[src/sv/awmd_pkg.sv]
// Package for the alpha-weighted 2x2 mip downsampler.
// Holds widths, constants, the work-queue entry type and the engine state type.
package awmd_pkg;

    localparam int unsigned MAX_WIDTH_DEF = 1024;
    localparam int unsigned PIX_W = 32;
    localparam int unsigned CFG_W = 11;
    localparam int unsigned COL_OUT_W = 9;
    localparam logic [31:0] ALPHA_OPAQUE = 32'hFF000000;
    localparam logic [7:0] CHAN_MAX = 8'hFF;

    typedef enum logic [1:0] {
        ST_IDLE,
        ST_TOP,
        ST_BOT
    } t_state;

    typedef struct packed {
        logic [31:0] left;
        logic [31:0] right;
        logic        odd_row;
        logic [12:0] slot;
    } t_job;

endpackage

[src/sv/awmd_queue.sv]
// Two-entry job queue between the front end and the blend engine.
// Depends on awmd_pkg.
module awmd_queue
    import awmd_pkg::*;
(
    input  logic i_clk,
    input  logic i_rst_n,
    input  logic i_valid,
    output logic o_ready,
    input  t_job i_job,
    output logic o_valid,
    input  logic i_ready,
    output t_job o_job
);
    t_job       r_mem [2];
    logic       r_wp, r_rp;
    logic [1:0] r_cnt;

    assign o_ready = r_cnt != 2'd2;
    assign o_valid = r_cnt != 2'd0;
    assign o_job = r_mem[r_rp];

    always_ff @(posedge i_clk) begin
        if (!i_rst_n) begin
            r_wp <= 1'b0;
            r_rp <= 1'b0;
            r_cnt <= '0;
        end else begin
            if (i_valid && o_ready) r_wp <= !r_wp;
            if (o_valid && i_ready) r_rp <= !r_rp;
            r_cnt <= r_cnt + 2'(i_valid && o_ready) - 2'(o_valid && i_ready);
        end
    end

    always_ff @(posedge i_clk) begin
        if (i_valid && o_ready) r_mem[r_wp] <= i_job;
    end
endmodule

[config.mk]
export PLATFORM = sky130hd
export DESIGN_NAME = awmd_queue
export DESIGN_NICKNAME = d
export VERILOG_FILES = /design/src/sv/awmd_pkg.sv /design/src/sv/awmd_queue.sv
export SDC_FILE = /design/constraint.sdc
export NUM_CORES = 1
export LEC_CHECK = 0
export BUFFER_PORTS_ARGS = -buffer_cell sky130_fd_sc_hd__buf_4
export CAP_MARGIN = 20
export CORE_ASPECT_RATIO = 0.6
export CORE_UTILIZATION = 40
export CTS_BUF_LIST = sky130_fd_sc_hd__clkbuf_16
export DETAILED_ROUTE_END_ITERATION = 12
export GPL_TIMING_DRIVEN = 0
export MAX_ROUTING_LAYER = met4
export PLACE_DENSITY = 0.61
export SYNTH_ARGS = -nofsm -noshare
export SYNTH_HDL_FRONTEND = slang
export SYNTH_SLANG_ARGS = --single-unit
[constraint.sdc]
create_clock -name i_clk -period 8.3 [get_ports i_clk]
set_input_delay 0.415 -clock i_clk [delete_from_list [all_inputs] [get_ports i_clk]]
set_output_delay 0.415 -clock i_clk [all_outputs]
set_load 0.01 [all_outputs]
======== Yosys cells after proc, flatten, opt, wreduce, memory -nomap -nowiden ========
Memories as Yosys holds them, arrays and structs flattened. A register that Yosys moved wholly into a read port is not among the register bits.
Cells that the tools add are included.
cells by class
  equal/unequal tests ..................... 1
  reductions and logical operators ........ 5
  muxes and demuxes ....................... 4
  $add $sub $neg .......................... 2
operators by type and width
  kind                  number
  $mux W1               4
  $add A2 B1 Y2         1
  $logic_and A1 B1 Y1   2
  $logic_not A1 Y1      2
  $ne A2 B2 Y1 const B  1
  $reduce_bool A2 Y1    1
  $sub A2 B1 Y2         1
storage, ports and cells
  RAM bits ................................ 156
  memories ................................ 1
  logic and storage cells ................. 16
  register bits ........................... 4
  output and inout bits ................... 80
  input bits .............................. 82
memories
  name   depth  bits a word  rd ports  clocked after memory_dff  write ports  line              text
  r_mem  2      78           1         1                         1            awmd_queue.sv:15  t_job r_mem [2];

======== Longest topological paths before layout ========
Gate-level depths: netlist (run 1).
  depth after elaboration ................. 4
  gate-level depth with buffers ........... 6
  depth with buffers taken out ............ 6

======== Worst setup path before layout (run 1) ========
OpenSTA, ideal clock, no wires.
  path kind ............................... flip-flop to flip-flop
  from .................................... reg r_cnt[0]
  to ...................................... mem r_mem[1][0] (netlist name), enable pin
  arrival time ............................ 2.502 ns
  clock period less this slack ............ 2.947 ns
  cell stages (with the launch flop) ...... 3
  slack ................................... 5.353 ns
  cells stage by stage .................... dfxtp_1 > nand2b_1 > and3_1
on the way
  longest elaborated chain between the ends .. 4
RTL lines
  element                        line              text
  start, declared                awmd_queue.sv:17  logic [1:0] r_cnt;
  start signal, assigned         awmd_queue.sv:31  r_cnt <= r_cnt + 2'(i_valid && o_ready) - 2'(o_valid && i_ready);
  $ne A2 B2 Y1                   awmd_queue.sv:19  assign o_ready = r_cnt != 2'd2;
  named net o_ready              awmd_queue.sv:9   output logic o_ready,
  $logic_and A1 B1 Y1            awmd_queue.sv:36  if (i_valid && o_ready) r_mem[r_wp] <= i_job;
  $mux W1                        awmd_queue.sv:36
  $mux W1 (not written as such)  awmd_queue.sv:36
  end, declared                  awmd_queue.sv:15
The timed path passes the listed nets, and every way through them passes these cells.

==> qor.txt, run 1 <==
Status - complete, no violations
Critical Path Max Stage Delay - 0.37 ns
Final nets - 538
Fin. max-slew vios - 0
Clock Pin Slew Worst Setup and Hold Paths - 0.07 ns
M2 GR Usage - 0.219
Least-Margin Pin Slew - 0.517 ns
Delay-heaviest family, CP - buffers and inverters
Setup TNS - 0 ns
DR iter-0 viols - 213
CP Launch Type - register
Diodes inserted - 0
Critical path class - register to output port
Slew headroom - 0.655
Die area - 15300 µm²
Overall power - 2.25 mW
Data arrival, critical path - 1.74 ns
Clk sink count - 161
Vias in the first global route - 3201
Highest-count cells in the layout ignoring fill and taps - buf_4 (161), edfxtp_1 (156), mux2_2 (67)
Clock Latency Late Sink - 0.41 ns
Post-synthesis net count - 356
Vias/cell - 4.68
Syn Inst Count - 273
Worst Clk Skew - 0.0107 ns
Period minus WS final - 2.15 ns
Placed cell area - 7450 µm²
Dpl hpwl - 7.52 mm
DR vias - 3117
Global-route wire length before repair - 16.9 mm
Worst Path Required - 7.89 ns
Routing usage on met1 - 0.196
CTS tree - built
Min-delay worst type - primary input to register
GR peak layer - met2
Unrepaired setup endpoints after global routing - false
DP Cell Count - 634
Clock Path Buffers - 2
Commonest non-fill, non-tap cell in the layout - buf_4
Lkg Pwr - 3.00 nW
DR WL/cell - 16.9 µm
H-tree depth - 4
Post-CTS Setup Inserts - 0
PD cells - 281 nW/µm²
GRT Total Usage - 0.156
Max FO, Critical Path - 10
GRT met3 Usage - 0.0763
Critical Path Most Common Cell - buf_6
Num CTS Buffers - 17
Synth cell types - 25
Cell area after layout - 8010 µm²
Drt drc - 0
Final hold vios - 0
Initial antenna violation count - 0
Area Growth Syn to Fin - 35.0%
Layout cell share with drive strength beyond 1 - 0.607
Critical Path Sink Type - output port
Standard-cell rows - 34
Syn. warnings - 0
Largest net degree at the start of global routing - 46
Post-synthesis average cell area - 21.7 µm²
Port bufs - 161
Final setup viols - 0
Worst Path Buf+Inv - 4
Worst-path cell chain - buf_6 > buf_6 > buf_6 > mux2_2 > buf_4
Post-CTS Resized - 0
Core region area - 14500 µm²
Fin cells - 666
DIE WIDTH - 159 µm
CTS Root Buffer Type - clkbuf_16
DRT antenna net count - 0
Slowest CP cell - mux2_2
1st-pass router iterations - 4
Hold Buf Count CTS - 0
Final Util - 0.554
VDD IR max - 0.000154 V
Number of max-cap violations - 0
Starting Density - 0.410
Die Y - 96.3 µm
Sequential element share of the synthesized area - 0.806
Fmax - 465 MHz
Detailed Route WL - 11.3 mm
Final period util - 0.259
Global placement routability congestion - 0.741
Grt ovf - 0
Synth Cell Area - 5930 µm²
Yosys reg bits - 161
I/O Pins - 162
==> state kept, by name (all words and copies together), names as in the netlist, named ones only <==
register	count
r_cnt	2
r_wp	1
r_mem	156
r_rp	1
==> cell usage after synthesis <==
cell,n,area share
edfxtp_1,156,0.79
mux2_2,67,0.13
mux2_4,11,0.028
buf_2,5,0.0042
dfxtp_1,5,0.017
buf_6,4,0.0076
nor2_1,4,0.0025
and3_1,2,0.0021
inv_1,2,0.0013
o21ai_0,2,0.0017
a21bo_2,1,0.0017
a21oi_1,1,0.00084
and2_1,1,0.0011
ha_1,1,0.0021
nand2b_1,1,0.0011
nand3_1,1,0.00084
nand3b_1,1,0.0013
nor2b_1,1,0.0011
nor3_1,1,0.00084
nor4_1,1,0.0011
nor4bb_1,1,0.0017
o21ba_2,1,0.0017
o31a_1,1,0.0015
or2_2,1,0.0011
xor2_1,1,0.0015
==> cells by family after synthesis <==
| kind of cell | after synthesis | synth area share |
|---|---|---|
| fa+ha+maj | 1 | 0.00211 |
| simple gates | 15 | 0.0146 |
| compound gates | 6 | 0.00738 |
| buf+inv | 11 | 0.0131 |
| flops | 161 | 0.806 |
| mux | 78 | 0.155 |
| xor+xnor | 1 | 0.00148 |
==> power breakdown <==
part,internal (mW),switching [mW]
Clock,0.415,0.320
Combinational,0.277,0.232
Sequential,0.986,0.0205
Total,1.68,0.573
==> routing by layer <==
layer	share of wire	up-vias
met5	0	-
met4	0.0073	0
met3	0.097	10
met2	0.45	135
met1	0.45	1525
li1	-	1447
==> per-stage QoR <==
stage | worst slack, ns | hold slack [ns]
global route | 6.05 | 0.159
detailed placement | 6.42 | 0.490
finish | 6.15 | 0.185
global placement | 4.30 | 0.488
CTS | 6.12 | 0.164
floorplan | 5.35 | 0.472
==> path summary, 6_finish.rpt <==
check / endpoint / cells past startpoint / startpoint / slack, ns
max reg2reg: r_mem[0][12] / 4 / r_cnt[0] / 6.44
max: o_job[68] / 5 / register / 6.15
min: r_mem[0][53] / 1 / i_job[53] / 0.19
min reg2reg: register / 2 / r_rp / 0.51
==> area by class of cell <==
type                    count  area (µm²)
plain buffers               9        70.1
clock buffers              17         425
clock inverters            15         134
fillers                  1150        6450
inverters                   2        10.0
multi-input cells         101        1080
flip-flops and latches    161        4780
well taps                 198         248
repair buffers            163        1260
No activity file was read; power rests on OpenSTA's default activity.
==> inputs of run 2 (changes only) <==
- clock period: 8.3 -> 2 ns (I/O delays scaled with it)
==> run 2 against run 1 <==
Net effect:
- via count grew 8.5%
- worst setup slack worse by 6.0 ns
- clock power grew to 4.6 times the previous value
- total power rose to 4.4 times the previous value
- critical endpoint is now r_mem[0][66]
- largest cell class unchanged
==> qor.txt, run 2 (synthesized netlist as in run 1, its figures left out) <==
Largest regs - r_mem: 156 flops, r_cnt: 2 flops
Period minus WS final - 1.86 ns
Overall power - 9.86 mW (+340%)
GRT Total Usage - 0.166 (+0.0101)
Clock Path Buffers - 2 (unchanged)
H-tree depth - 4 (unchanged)
Clock Pin Slew Worst Setup and Hold Paths - 0.06 ns (about the same)
VDD IR max - 0.000711 V (+360%)
Die area - 15300 µm² (unchanged)
CTS Root Buffer Type - clkbuf_16
Fin. max-slew vios - 0 (unchanged)
Largest net degree at the start of global routing - 44 (-4.3%)
CTS tree - built
Final nets - 619 (+15%)
Crit path to - r_mem[0][66]
Diodes inserted - 0 (unchanged)
DRT antenna net count - 0 (unchanged)
Num CTS Buffers - 17 (unchanged)
Detailed Route WL - 11.7 mm (+3.9%)
Final setup viols - 0 (unchanged)
Critical path class - register to register
Port bufs - 161 (unchanged)
Data arrival, critical path - 2.00 ns (+0.26 ns)
Max reg flops - 156 (unchanged)
Core region area - 14500 µm² (unchanged)
Lkg Pwr - 3.37 nW (+12%)
Clk sink count - 161 (unchanged)
Area Growth Syn to Fin - 49.9%
CP Launch Type - register
Initial antenna violation count - 0 (unchanged)
Post-CTS Setup Inserts - 0 (unchanged)
Commonest non-fill, non-tap cell in the layout - buf_4
Vias in the first global route - 3521 (+10%)
Starting Density - 0.410 (unchanged)
Max FO, Critical Path - 39 (+29)
Global placement routability congestion - 0.711 (-4.2%)
Layout cell share with drive strength beyond 1 - 0.528 (-0.0786)
Dpl hpwl - 7.21 mm (-4.1%)
Vias/cell - 4.53 (-3.3%)
1st-pass router iterations - 5 (+1)
DR iter-0 viols - 123 (-42%)
Unrepaired setup endpoints after global routing - true
Worst R2R End - r_mem[0][66]
Global-route wire length before repair - 18.2 mm (+8.1%)
DP Worst Slack - -0.282 ns (-6.70 ns)
R2r setup slk - 0.14 ns (-6.30 ns)
Worst Clk Skew - 0.00638 ns (-0.00428 ns)
Critical Path Sink Type - register
Least-Margin Pin Slew - 0.566 ns (+0.0492 ns)
Final Util - 0.615 (+0.0611)
Slew headroom - 0.622 (-0.0328)
DIE WIDTH - 159 µm (unchanged)
Fmax - 539 MHz
Highest-count cells in the layout ignoring fill and taps - buf_4 (161), edfxtp_1 (156), dlygate4sd3_1 (79)
Standard-cell rows - 34 (unchanged)
Final Worst Setup Slack - 0.144 ns (-6.00 ns)
Number of max-cap violations - 0 (unchanged)
Biggest register - r_mem
Worst R2R Start - r_cnt[0]
Final period util - 0.928
Worst Reg-to-Reg Cells - 4 (unchanged)
I/O Pins - 162 (unchanged)
Drt drc - 0 (unchanged)
Die Y - 96.3 µm (unchanged)
Grt ovf - 0 (unchanged)
DR vias - 3382 (+8.5%)
DR WL/cell - 15.7 µm (-7.3%)
Crit path launch - r_cnt[0]
Status - complete, no violations
Min-delay worst type - primary input to register
Clock Latency Late Sink - 0.41 ns (about the same)
Worst Path Required - 2.14 ns (-5.75 ns)
Setup TNS - 0 ns (unchanged)
Final hold vios - 0 (unchanged)
PD cells - 1110 nW/µm² (+290%)
==> run 2: per-stage QoR <==
stage	hold WS [ns]	std cells	cell area [µm²]
6_report	0.0459	747	8890
5_1_grt	0.0538	747	8890
4_1_cts	0.0252	747	8890
3_5_place_dp	0.287	634	7460
3_3_place_gp	0.284	632	7400
2_1_floorplan	0.199	273	5950
==> run 2: report_power, final <==
| group | leakage, nW | internal [mW] | switching, mW |
|---|---|---|---|
| Sequential | 1.50 | 4.10 | 0.0904 |
| Combinational | 1.57 | 1.25 | 1.01 |
| Clock | 0.303 | 2.11 | 1.30 |
==> run 2: layout make-up <==
class | instances | area, µm²
inverters | 2 | 11.3
fillers | 1074 | 5570
flip-flops and latches | 161 | 4790
repair buffers | 242 | 2050
plain buffers | 9 | 70.1
clock inverters | 15 | 205
repair inverters | 2 | 15.0
clock buffers | 17 | 425
multi-input cells | 101 | 1080
well taps | 198 | 248
==> run 2: how the worst min path moves through the flow <==
stage,from,to,slack (ns),cells past startpoint
final,i_valid,r_wp,0.05,3
after global routing,i_valid,r_wp,0.05,3
after CTS,i_valid,r_wp,0.03,3
after detailed placement,i_job[38],r_mem[0][38],0.29,1
after global placement,i_job[38],r_mem[0][38],0.28,1
after floorplan,i_job[0],r_mem[0][0],0.20,0
==> run 2: critical path, stage by stage (launching register included) <==
cell and delay (ns):
dfxtp_4 0.36, nand2b_4 0.15, nand3b_1 0.36, clkinvlp_4 0.41, buf_12 0.29
==> run 2: metal layers <==
metal / GRT usage / wire (µm) / part of all wire
met1: 0.199 / 5200 / 0.44
met2: 0.262 / 5480 / 0.47
met3: 0.0689 / 924 / 0.079
met4: 0.0441 / 108 / 0.0092
met5: - / 0 / 0
==> run 2: repair_timing <==
item	4_1_cts	5_1_grt
cloned	2	0
gates resized for setup	1	2
pin swaps	0	0
hold buffers	79	0
setup endpoints to repair	78	10
hold endpoints to repair	160	0
