**config.mk**
```make
export PLATFORM = sky130hd
export DESIGN_NAME = awmd_front
export DESIGN_NICKNAME = d
export VERILOG_FILES = /design/src/sv/awmd_pkg.sv /design/src/sv/awmd_front.sv
export SDC_FILE = /design/constraint.sdc
export NUM_CORES = 1
export LEC_CHECK = 0
export ABC_CLOCK_PERIOD_IN_PS = 3200
export BUFFER_PORTS_ARGS = -buffer_cell sky130_fd_sc_hd__buf_2
export CAP_MARGIN = 20
export CORE_MARGIN = 1
export CORE_UTILIZATION = 45
export CTS_CLUSTER_DIAMETER = 60
export DETAILED_ROUTE_END_ITERATION = 8
export PLACE_DENSITY = 0.91
export SLEW_MARGIN = 15
export SYNTH_ARGS = -nofsm -noshare
export SYNTH_HDL_FRONTEND = slang
export SYNTH_SLANG_ARGS = --single-unit
export TNS_END_PERCENT = 50
```
**constraint.sdc**
```tcl
create_clock -name i_clk -period 3.2 [get_ports i_clk]
set_input_delay 0.64 -clock i_clk [delete_from_list [all_inputs] [get_ports i_clk]]
set_output_delay 0.64 -clock i_clk [all_outputs]
set_load 0.01 [all_outputs]
```
**src/sv/awmd_pkg.sv**
```systemverilog
// Package for the alpha-weighted 2x2 mip downsampler.
// Holds widths, constants, the work-queue entry type and the engine state type.
package awmd_pkg;

    localparam int unsigned MAX_WIDTH_DEF = 1024;
    localparam int unsigned PIX_W = 32;
    localparam int unsigned CFG_W = 11;
    localparam int unsigned COL_OUT_W = 9;
    localparam logic [31:0] ALPHA_OPAQUE = 32'hFF000000;
    localparam logic [7:0] CHAN_MAX = 8'hFF;

    typedef enum logic [1:0] {
        ST_IDLE,
        ST_TOP,
        ST_BOT
    } t_state;

    typedef struct packed {
        logic [31:0] left;
        logic [31:0] right;
        logic        odd_row;
        logic [12:0] slot;
    } t_job;

endpackage

```
**src/sv/awmd_front.sv**
```systemverilog
// Front end: accepts pixels, tracks column and row parity, forms pair jobs.
// Depends on awmd_pkg.
module awmd_front
    import awmd_pkg::*;
#(
    parameter int unsigned MAX_WIDTH = MAX_WIDTH_DEF,
    parameter int unsigned CW = $clog2(MAX_WIDTH + 1)
) (
    input  logic        i_clk,
    input  logic        i_rst_n,
    input  logic [CFG_W-1:0] i_width,
    input  logic        i_valid,
    output logic        o_ready,
    input  logic [31:0] i_pixel,
    input  logic        i_frame_start,
    output logic        o_job_valid,
    input  logic        i_job_ready,
    output t_job        o_job
);
    logic [CW-1:0] r_col, col, n_col;
    logic          r_odd, odd;
    logic [31:0]   r_left;
    logic [CW:0]   w_eff;

    always_comb begin
        if ({{(CW+1){1'b0}}, i_width} < {{(CW+1){1'b0}}, 11'd2}
            && CFG_W <= CW + 1)
            w_eff = (CW+1)'(2);
        else if (32'(i_width) > 32'(MAX_WIDTH))
            w_eff = (CW+1)'(MAX_WIDTH);
        else if (32'(i_width) < 32'd2)
            w_eff = (CW+1)'(2);
        else
            w_eff = (CW+1)'(i_width);
        col = i_frame_start ? '0 : r_col;
        odd = i_frame_start ? 1'b0 : r_odd;
        n_col = col + 1'b1;
    end

    assign o_job_valid = i_valid && col[0];
    assign o_ready = !col[0] || i_job_ready;
    assign o_job.left = r_left;
    assign o_job.right = i_pixel;
    assign o_job.odd_row = odd;
    assign o_job.slot = 13'(col >> 1);

    always_ff @(posedge i_clk) begin
        if (!i_rst_n) begin
            r_col <= '0;
            r_odd <= 1'b0;
        end else if (i_valid && o_ready) begin
            if ({1'b0, n_col} >= w_eff) begin
                r_col <= '0;
                r_odd <= !odd;
            end else begin
                r_col <= n_col;
                r_odd <= odd;
            end
        end
    end

    always_ff @(posedge i_clk) begin
        if (i_valid && o_ready && !col[0])
            r_left <= i_pixel;
    end
endmodule

```
-- Word-level counts from Yosys, hierarchy flattened
Index checks and enable logic that the tools add are counted.
- register bits: 44
- input bits: 48
- output and inout bits: 80
- word-level logic and storage cells: 21
- add/sub/neg operators: 1
- $lt $le $gt $ge: 4
- multiplexer cells: 7
- reductions and logical operators: 6
- operator list (operator ; number):
    11-bit 2-to-1 mux ; 4
    11-bit by 2-bit < comparator with 1-bit output, second input constant ; 2
    11-bit by 12-bit >= comparator with 1-bit output ; 1
    12-bit 2-to-1 mux ; 1
    11-bit by 1-bit adder with 11-bit output, second input constant ; 1
    11-bit > comparator, second input constant ; 1
    1-bit logical AND ; 3
    1-bit zero test ; 2
    1-bit 2-to-1 mux ; 2
    1-bit logical OR ; 1

-- Depth between registers and ports, before layout
Gate-level depths: netlist of the first run.
- depth in word-level cells: 6
- gate-level depth with buffers: 15
- mapped depth without buffers: 13

-- Worst setup path before layout of the first run
OpenSTA, ideal clock, no wires.
- path kind: input -> register
- from: input port i_frame_start
- to: register r_col[9]
- setup time: 0.087 ns
- arrival: 3.093 ns
- data required time: 3.113 ns
- path slack: 0.020 ns
- stages: 15
- path buffers: 2
- cell sequence: buf_2 nor2b_1 ha_1 nand2_1 nor3_2 and3_1 xnor2_1 inv_1 ha_1 and3_1 nor4b_1 o31ai_1 buf_2 nand2_1 o31ai_1
- RTL lines (what ; RTL line ; text):
    from (decl) ; awmd_front.sv:15 ; input logic i_frame_start,
    to (signal assigned) ; awmd_front.sv:56 ; r_col <= n_col;
    to (decl) ; awmd_front.sv:20 ; logic [CW-1:0] r_col, col, n_col;

-- Worst setup path in the final report of the first run
- from: input port i_frame_start
- to: register r_odd
- word-level cells in the longest chain between the ends: 4
- elaborated cells between the ends (all ways): 9
- classes of those cells: add/sub: 1; order compare: 1; mux: 3; reduce/logical: 4
- RTL lines (what ; RTL line ; text):
    11-bit 2-to-1 mux ; awmd_front.sv:35 ; col = i_frame_start ? '0 : r_col;
    11-bit by 1-bit adder with 11-bit output / 1-bit zero test (equally long branches) ; awmd_front.sv:37, awmd_front.sv:41 ;
    11-bit by 12-bit >= comparator with 1-bit output / 1-bit logical OR (equally long branches) ; awmd_front.sv:52, awmd_front.sv:41 ;
    1-bit 2-to-1 mux / 1-bit logical AND (equally long branches) ; awmd_front.sv:52, awmd_front.sv:51 ;
    to (signal assigned) ; awmd_front.sv:54 ; r_odd <= !odd;
    to (decl) ; awmd_front.sv:21 ; logic r_odd, odd;
Several ways; a longest one is shown, not always the timed one.
A chain may end at the register's enable or synchronous reset.

==> impl_metrics.tcl, run 1 <==
set metrics [dict create \
    status "finished, final reports clean" \
    slew_viol_final 0 \
    crit_type "input port to flip-flop" \
    synth_area_leaders "edfxtp_1 41%, buf_4 12%, dfxtp_1 10%" \
    crit_required_ns 3.43 \
    setup_viol 0 \
    synth_ff_type "edfxtp_1" \
    arrival_ns 3.18 \
    ant_nets 0 \
    multi_input_area_um2 824.5 \
    postCtsHoldBufs 0 \
    r2r_slack_ns 0.36 \
    vias 1895 \
    cts_tree "done" \
    cpMaxStageDelayCell "ha_1" \
    track_usage 0.1908 \
    grt_max_degree 34 \
    end_kind "flip-flop" \
    post-route-period-util 0.9218 \
    cpPeakStageDelay_ns 0.30 \
    path_clk_slew_ns 0.09 \
    seq_power_share 0.521 \
    layout_commonest_cell "buf_2" \
    power_leakage_nw 1.430 \
    drv_cap 0 \
    ir_drop_v 0.0002057 \
    cts_setup_buffers 0 \
    swShare 0.2379 \
    die_area_um2 5455 \
    power.density_nw_per_um2 419.1 \
    cp_top_family "simple AND/OR/NAND/NOR gates" \
    worst_slack_ns 0.2501 \
    via_per_inst 4.897 \
    grt_remaining_overflow 0 \
    p_clk_frac 0.344 \
    rsz0062_at_grt "no" \
    cp_max_fo 11 \
    crit_path_cell_trace "buf_2, and2b_1, ha_1, nand2_1, nor3_2, and3_1, xnor2_1, inv_1, ha_1, and3_1, nor4b_2, o31ai_1, buf_4, a21oi_1, mux2i_1" \
    hold_path_class "flip-flop to flip-flop" \
    final_nets 379 \
    hpwl_um 4256 \
    r2r_start "r_col[1]$_SDFFE_PN0P_" \
    n_fill_cell 393 \
    die_x_um 73.86 \
    ctsResizeCount 0 \
    rows 25 \
    synth_top_area_cell "edfxtp_1" \
    ys_ff_latch 44 \
    antenna_found_initial 0 \
    place_ws_ns -0.1518 \
    cts_buffer_depth 2 \
    h-tree-depth 2 \
    drtIter0Drc 44 \
    wl_per_cell_um 13.58 \
    skew_ns 0.01549 \
    wirelength_um 5257 \
    worst-path-stages 15 \
    cts.sinks 44 \
    drc 0 \
    start_util 0.4792 \
    yosysUniqueCellTypes 34 \
    finalCriticalPeriod_ns 2.950 \
    timing.rr.end "r_odd$_SDFFE_PN0P_" \
    synthesis.yosys.warnings 0 \
    comb_power_share 0.136 \
    diodes 0 \
    timing.critical_path.buf_inv 3 \
    drive_gt1_frac 0.4813 \
    clock_latency_ns 0.30 \
    grt_pass1_vias 1683 \
    crit_end "r_odd$_SDFFE_PN0P_" \
    synthCells 213 \
    synthesis.area_um2 2323 \
    synth_edf_count 32 \
    p_sw_mw 0.2965 \
    most-common-layout-cells "124 x buf_2, 32 x edfxtp_1, 29 x nand2_1" \
    hold_violations 0 \
    ff_latch_area_um2 1201 \
    core_area_um2 4848 \
    cts_root_buf "clkbuf_8" \
    synth_top_area_share 0.4136 \
    die_y_um 73.86 \
    io_buffers 124 \
    synth_area_per_cell_um2 10.91 \
    grt_first_pass_wirelength_um 7638 \
    gp_congestion 0.8827 \
    p_int_mw 0.9496 \
    cp-start-kind "input port" \
    io_pins 128 \
    max_freq_mhz 339.0 \
    reg2regPathDepth 14 \
    postLayoutCoreUtil 0.6132 \
    startpoint "i_frame_start" \
    async_flop_share 0 \
    finalPower_mw 1.246 \
    seq_area_frac_synth 0.5170 \
    drtPass1Iterations 4 \
    syn2layout_area_growth_pct 27.95 \
    numCtsBuffers 5 \
]
==> power groups by stage <==
stage | clock network (mW) | logic [mW] | registers, mW
6_report | 0.428 | 0.169 | 0.649
5_1_grt | 0.459 | 0.187 | 0.651
3_5_place_dp | 0 | 0.170 | 0.662
2_1_floorplan | 0 | 0.0866 | 0.678
4_1_cts | 0.440 | 0.170 | 0.649
3_3_place_gp | 0 | 0.165 | 0.661
==> stage by stage <==
step | instance area, um2 | TNS, ns | cells | hold WS, ns
final | 2973 | 0 | 387 | 0.4850
after floorplan | 2331 | 0 | 215 | 0.4440
after detailed placement | 2851 | -0.1696 | 379 | 0.4726
after global routing | 2973 | 0 | 387 | 0.5127
after global placement | 2851 | 0 | 379 | 0.4576
after CTS | 2967 | 0 | 387 | 0.4860
==> Yosys cell counts, types with 2 or more instances <==
library cell and instances:
nand3_1 9, nand2b_1 2, dfxtp_1 12, xnor2_1 5, and3_1 4, ha_1 12, nor2b_1 9, nand2_1 29
a21boi_0 8, nand4_1 8, nor3_2 2, o21ai_0 4, edfxtp_1 32, a21oi_1 6, nor2_1 4, xor2_1 4
o31ai_1 2, buf_2 5, nor4_1 2, and2b_1 2, buf_4 36, inv_1 3, and2_1 2
==> worst reg2reg max path, stage by stage, from the launching register on <==
cell and delay [ns]:
dfxtp_1 0.36, nor2b_1 0.20, ha_1 0.19, nand2_1 0.06, nor3_2 0.17, and3_1 0.20, xnor2_1 0.14, inv_1 0.07
ha_1 0.30, and3_1 0.18, nor4b_2 0.22, o31ai_1 0.11, buf_4 0.18, a21oi_1 0.18, mux2i_1 0.21
==> final cells by class <==
cell class,count,share of cell area
Clock buffer,5,0.02315
Clock inverter,3,0.01557
Inverter,4,0.005051
Multi-Input combinational cell,125,0.2774
Sequential cell,44,0.4040
Tap cell,67,0.02820
Timing Repair Buffer,139,0.2466
==> sequential cells by signal, summed over array words and instances, names as in the netlist <==
| name | count |
|---|---|
| r_col | 11 |
| r_left | 32 |
| r_odd | 1 |
==> per-layer routing <==
metal / GRT usage / vias to the layer above / wire [um]
met1: 0.2078 / 860 / 1988
met3: 0.05075 / 12 / 386
met5: 0 / - / 0
met4: 0.08547 / 0 / 121
met2: 0.3445 / 100 / 2762
li1: - / 923 / -
==> worst min path at each step <==
stage	start	end	slack [ns]	cells after the start
floorplan	r_col[6]$_SDFFE_PN0P_	r_col[6]$_SDFFE_PN0P_	0.44	2
global placement	r_col[6]$_SDFFE_PN0P_	r_col[6]$_SDFFE_PN0P_	0.46	2
detailed placement	r_col[10]$_SDFFE_PN0P_	r_col[10]$_SDFFE_PN0P_	0.47	2
global route	i_pixel[6]	r_left[6]$_DFFE_PP_	0.51	1
finish	r_col[10]$_SDFFE_PN0P_	r_col[10]$_SDFFE_PN0P_	0.48	2
CTS	r_col[10]$_SDFFE_PN0P_	r_col[10]$_SDFFE_PN0P_	0.49	2
==> cell families (layout without fill, tap and decap cells) <==
kind of cell,Yosys count,in the layout,share of synthesized area
compound gates,22,22,0.06247
xor+xnor,9,9,0.03392
fa+ha+maj,12,12,0.06462
buf+inv,46,151,0.1352
flops,44,44,0.5170
mux,1,1,0.004308
other cells,1,3,0.001614
simple gates,78,78,0.1809
Power figures use the tool's default switching activity.
==> run 2, diff against run 1 <==
--- a/config.mk
+++ b/config.mk
@@ -7,5 +7,5 @@
 export LEC_CHECK = 0
 export ABC_CLOCK_PERIOD_IN_PS = 3200
-export BUFFER_PORTS_ARGS = -buffer_cell sky130_fd_sc_hd__buf_2
+export BUFFER_PORTS_ARGS = -buffer_cell sky130_fd_sc_hd__buf_4
 export CAP_MARGIN = 20
 export CORE_MARGIN = 1
==> constraint.sdc (replaced) <==
create_clock -name i_clk -period 3.2 [get_ports i_clk]
set_input_delay 0.64 -clock i_clk [delete_from_list [all_inputs] [get_ports i_clk]]
set_output_delay 0.64 -clock i_clk [all_outputs]
set_load 0.05 [all_outputs]
==> run 2 against run 1 <==
Total power up 15%; critical path type unchanged; highest routed layer unchanged; wire length up 9.3%; sequential share of layout area down 3.9 points; non-clock buffer count down 1; critical path depth unchanged; utilization up 6.6 points; combinational power up 110%.
==> impl_metrics.tcl, run 2 (synthesized netlist as in run 1, its figures left out) <==
set metrics [dict create \
    track_usage 0.2080 \
    cts.sinks 44 \
    die_x_um 73.86 \
    grt_pass1_vias 1770 \
    drtIter0Drc 92 \
    drv_cap 0 \
    finalCriticalPeriod_ns 3.007 \
    slew_viol_final 0 \
    syn2layout_area_growth_pct 41.63 \
    grt_max_degree 34 \
    cpPeakStageDelay_ns 0.34 \
    hold_path_class "flip-flop to flip-flop" \
    cts_buffer_depth 2 \
    drtPass1Iterations 5 \
    reg2regPathDepth 14 \
    wirelength_um 5747 \
    power.density_nw_per_um2 434.3 \
    ir_drop_v 0.0002750 \
    io_buffers 124 \
    clock_latency_ns 0.29 \
    startpoint "i_frame_start" \
    vias 1913 \
    timing.rr.end "r_col[8]$_SDFFE_PN0P_" \
    drive_gt1_frac 0.4828 \
    drc 0 \
    cts_tree "done" \
    cpMaxStageDelayCell "nor4b_1" \
    via_per_inst 4.956 \
    die_area_um2 5455 \
    grt_first_pass_wirelength_um 8273 \
    regMostFlops "r_left" \
    grt_remaining_overflow 0 \
    cts_root_buf "clkbuf_8" \
    status "finished, final reports clean" \
    die_y_um 73.86 \
    postLayoutCoreUtil 0.6787 \
    io_pins 128 \
    skew_ns 0.004525 \
    ant_nets 0 \
    r2r_slack_ns 0.30 \
    r2r_start "r_col[0]$_SDFFE_PN0P_" \
    setup_viol 0 \
    rows 25 \
    crit_path_cell_trace "buf_4, and2b_1, ha_4, nand2_1, nor3_2, and3_1, xnor2_1, inv_1, ha_1, and3_1, nor4b_1, o31ai_2, buf_4, nand4_1, a21boi_0" \
    diodes 0 \
    core_area_um2 4848 \
    cp-start-kind "input port" \
    largestRegisters "r_left (32), r_col (11), r_odd (1)" \
    end_kind "flip-flop" \
    rsz0062_at_grt "no" \
    layout_commonest_cell "buf_4" \
    crit_required_ns 3.38 \
    cp_max_fo 5 \
    tns_ns 0 \
    postCtsHoldBufs 0 \
    path_clk_slew_ns 0.08 \
    start_util 0.4792 \
    power_leakage_nw 1.516 \
    hpwl_um 4646 \
    wl_per_cell_um 14.89 \
    post-route-period-util 0.9395 \
    h-tree-depth 2 \
    largest_register_ff_count 32 \
    gp_congestion 0.8473 \
    numCtsBuffers 5 \
    crit_type "input port to flip-flop" \
    antenna_found_initial 0 \
    most-common-layout-cells "138 x buf_4, 32 x edfxtp_1, 29 x nand2_1" \
    hold_violations 0 \
    crit_end "r_col[8]$_SDFFE_PN0P_" \
    final_nets 378 \
    max_freq_mhz 332.6 \
    arrival_ns 3.19 \
]
## run 2: area by class of cell
cell class / instances / area, um2
tap: 67 / 83.83
clock buffer: 5 / 68.82
inverter: 4 / 15.01
clock inverter: 3 / 42.54
fill: 359 / 1558
sequential: 44 / 1201
multi-input combinational: 125 / 843.3
timing repair buffer: 138 / 1036
## run 2: worst max-delay path, delay by kind of cell
family,cells,cell delay (ns)
simple gates,7,1.28
xor+xnor,1,0.16
buf+inv,3,0.39
fa+ha+maj,2,0.44
compound gates,2,0.27
## run 2: worst min path at each step
stage | from | end | slack (ns) | depth (start not counted)
6_report | r_col[6]$_SDFFE_PN0P_ | r_col[6]$_SDFFE_PN0P_ | 0.48 | 2
5_1_grt | r_col[10]$_SDFFE_PN0P_ | r_col[10]$_SDFFE_PN0P_ | 0.50 | 2
4_1_cts | r_col[6]$_SDFFE_PN0P_ | r_col[6]$_SDFFE_PN0P_ | 0.48 | 2
3_5_place_dp | r_col[6]$_SDFFE_PN0P_ | r_col[6]$_SDFFE_PN0P_ | 0.47 | 2
3_3_place_gp | r_col[6]$_SDFFE_PN0P_ | r_col[6]$_SDFFE_PN0P_ | 0.46 | 2
2_1_floorplan | r_col[6]$_SDFFE_PN0P_ | r_col[6]$_SDFFE_PN0P_ | 0.44 | 2
## run 2: where the power goes
| part | internal (mW) | switching (mW) | total (mW) |
|---|---|---|---|
| clock | 0.231 | 0.183 | 0.414 |
| combinational | 0.116 | 0.247 | 0.363 |
| sequential | 0.642 | 0.00932 | 0.652 |
| total | 0.990 | 0.439 | 1.43 |
## run 2: through the flow
step           worst slack, ns  cell area [um2]  power, mW  hold WS [ns]  instances
2_1_floorplan         0.006110             2354     0.9166        0.4440        215
3_3_place_gp         -0.004162             3174      1.022        0.4629        378
3_5_place_dp           -0.1222             3174      1.029        0.4659        378
4_1_cts                 0.1727             3286      1.439        0.4815        386
5_1_grt                0.02712             3291      1.483        0.5045        386
6_report                0.1935             3291      1.429        0.4792        386
## run 2: metal layers
layer | track usage | up-vias | wire length, um | share of wire
met5 | 0 | - | 0 | 0
met4 | 0.08547 | 0 | 78 | 0.014
met3 | 0.06173 | 8 | 515 | 0.090
met2 | 0.3884 | 103 | 3016 | 0.52
met1 | 0.2147 | 883 | 2136 | 0.37
li1 | - | 919 | - | -
## run 2: what timing repair did
item                                    4_1_cts  5_1_grt
resized for setup                             0        1
endpoints found under the setup margin        0        8
buffers inserted                              0        0
==> run 3, diff against run 2 <==
Settings changed: CELL_PAD_IN_SITES_DETAIL_PLACEMENT from default to 0, CELL_PAD_IN_SITES_GLOBAL_PLACEMENT from default to 1, CORE_UTILIZATION 45 to 32, PLACE_DENSITY 0.91 to 0.89.
==> run 3 against run 2 <==
Worst hold slack better by 0.0055 ns; utilization is 19 points lower; register-to-register slack better by 0.06 ns; largest power group unchanged; non-clock buffer count is 1 higher; setup slack better by 0.095 ns; clock power is 2% higher; critical path depth is 1 higher; combinational power hardly changed; global-route usage is 6.7 points lower; final cell count is 7.8% higher; wire length is 3.7% lower.
==> impl_metrics.tcl, run 3 (synthesized netlist as in run 1, its figures left out) <==
set metrics [dict create \
    dpl_cell_area_um2 3218 \
    start_util 0.3364 \
    cts.sinks 44 \
    hold_ws_ns 0.4847 \
    finalPower_mw 1.436 \
    holdPathEnd "r_col[7]$_SDFFE_PN0P_" \
    path_clk_slew_ns 0.08 \
    regMostFlops "r_left" \
    io_buffers 124 \
    hold_path_class "flip-flop to flip-flop" \
    grt_max_degree 34 \
    vias 1878 \
    startpoint "i_frame_start" \
    grt_remaining_overflow 0 \
    multi_input_area_um2 849.6 \
    reg2regPathDepth 15 \
    core_area_um2 6907 \
    cp_max_fo 11 \
    die_area_um2 7606 \
    cts_setup_buffers 0 \
    cts_root_buf "clkbuf_8" \
    slew_viol_final 0 \
    cts_buffer_depth 2 \
    clock_latency_ns 0.29 \
    hpwl_um 4503 \
    crit_path_cell_trace "buf_4, and2b_1, ha_4, nand2_1, nor3_2, and3_1, xnor2_1, inv_1, ha_1, buf_4, a21oi_1, nand2_1, a21oi_1, buf_4, nand2_1, o31ai_1" \
    timing.rr.end "r_col[9]$_SDFFE_PN0P_" \
    ant_nets 0 \
    final_nets 379 \
    largest_register_ff_count 32 \
    cpMaxStageDelayCell "ha_1" \
    grt_first_pass_wirelength_um 8155 \
    status "finished, final reports clean" \
    finalCriticalPeriod_ns 2.911 \
    most-common-layout-cells "139 x buf_4, 32 x edfxtp_1, 29 x nand2_1" \
    io_pins 128 \
    die_y_um 87.21 \
    drtPass1Iterations 4 \
    postLayoutCellArea_um2 3346 \
    arrival_ns 3.12 \
    n_fill_cell 679 \
    cp-start-kind "input port" \
    drv_cap 0 \
    post-route-period-util 0.9098 \
    crit_required_ns 3.41 \
    track_usage 0.1413 \
    numCtsBuffers 5 \
    cpPeakStageDelay_ns 0.30 \
    h-tree-depth 2 \
    ff_latch_area_um2 1201 \
    grt_pass1_vias 1764 \
    hp-start "r_col[7]$_SDFFE_PN0P_" \
    whs_path_depth 2 \
    setup_viol 0 \
    rows 30 \
    r2r_start "r_col[1]$_SDFFE_PN0P_" \
    layout_commonest_cell "buf_4" \
    rsz0062_at_grt "no" \
    power.density_nw_per_um2 429.2 \
    drive_gt1_frac 0.4906 \
    via_per_inst 4.514 \
    hold_violations 0 \
    ir_drop_v 0.0002344 \
    drtIter0Drc 53 \
    layout.cells.non_filler 416 \
    wl_per_cell_um 13.30 \
    gp_congestion 0.7950 \
    antenna_found_initial 0 \
    skew_ns 0.006745 \
    crit_type "input port to flip-flop" \
    end_kind "flip-flop" \
    die_x_um 87.21 \
    r2r_slack_ns 0.36 \
    power_leakage_nw 1.526 \
    syn2layout_area_growth_pct 44.00 \
    largestRegisters "r_left (32), r_col (11), r_odd (1)" \
    drc 0 \
    dp_cells 408 \
    max_freq_mhz 343.5 \
    diodes 0 \
    wirelength_um 5532 \
    cts_tree "done" \
]
-- run 3: changes by cell type in the layout (fill, tap and decap cells not counted) --
cell      previous run  this run
buf_4              138       139
clkinv_1             2         1
clkinv_4             1         2
nor4b_1              1         0
nor4b_2              0         1
-- run 3: report_power, final --
part           internal (mW)  leakage [nW]  total, mW  switching [mW]
Combinational          0.116          1.06      0.361           0.245
Sequential             0.642         0.407      0.651         0.00872
Clock                  0.235        0.0583      0.423           0.188
Total                  0.994          1.53       1.44           0.442
-- run 3: critical path, delay by kind of cell --
kind,cells,cell delay [ns]
compound gates,3,0.48
xor+xnor,1,0.16
fa+ha+maj,2,0.44
buf+inv,4,0.54
simple gates,6,0.84
-- run 3: worst max path at each step --
| stage | slack (ns) | end |
|---|---|---|
| 2_1_floorplan | 0.006 | r_col[9]$_SDFFE_PN0P_ |
| 4_1_cts | 0.27 | r_col[9]$_SDFFE_PN0P_ |
| 5_1_grt | 0.07 | r_col[5]$_SDFFE_PN0P_ |
| 3_5_place_dp | -0.03 | r_col[9]$_SDFFE_PN0P_ |
| 3_3_place_gp | 0.03 | r_col[2]$_SDFFE_PN0P_ |
| 6_report | 0.29 | r_col[9]$_SDFFE_PN0P_ |
-- run 3: final cells by class --
type / instances / area share
Multi-Input combinational cell: 125 / 0.2539
Clock buffer: 5 / 0.02057
Sequential cell: 44 / 0.3590
Clock inverter: 3 / 0.01421
Tap cell: 96 / 0.03590
Inverter: 4 / 0.004488
Timing Repair Buffer: 139 / 0.3119
-- run 3: stage by stage --
step / util / TNS [ns] / worst slack (ns)
after floorplan: - / 0 / 0.006110
after detailed placement: 0.4659 / -0.1244 / -0.03087
after global routing: 0.4844 / 0 / 0.07319
final: 0.4844 / 0 / 0.2888
after CTS: 0.4828 / 0 / 0.2668
after global placement: 0.4659 / 0 / 0.03196
-- run 3: routing by layer --
metal  track usage  vias to the layer above  wire, um
met3       0.03507                       10       395
met5             0                        -         0
met4       0.05812                        0       112
li1              -                      919         -
met2        0.2541                       95      2810
met1        0.1595                      854      2214
-- run 3: what timing repair did --
item / in CTS / in global routing
endpoints found under the setup margin: 0 / 5
hold buffers: 0 / 0
gates resized for setup: 0 / 2
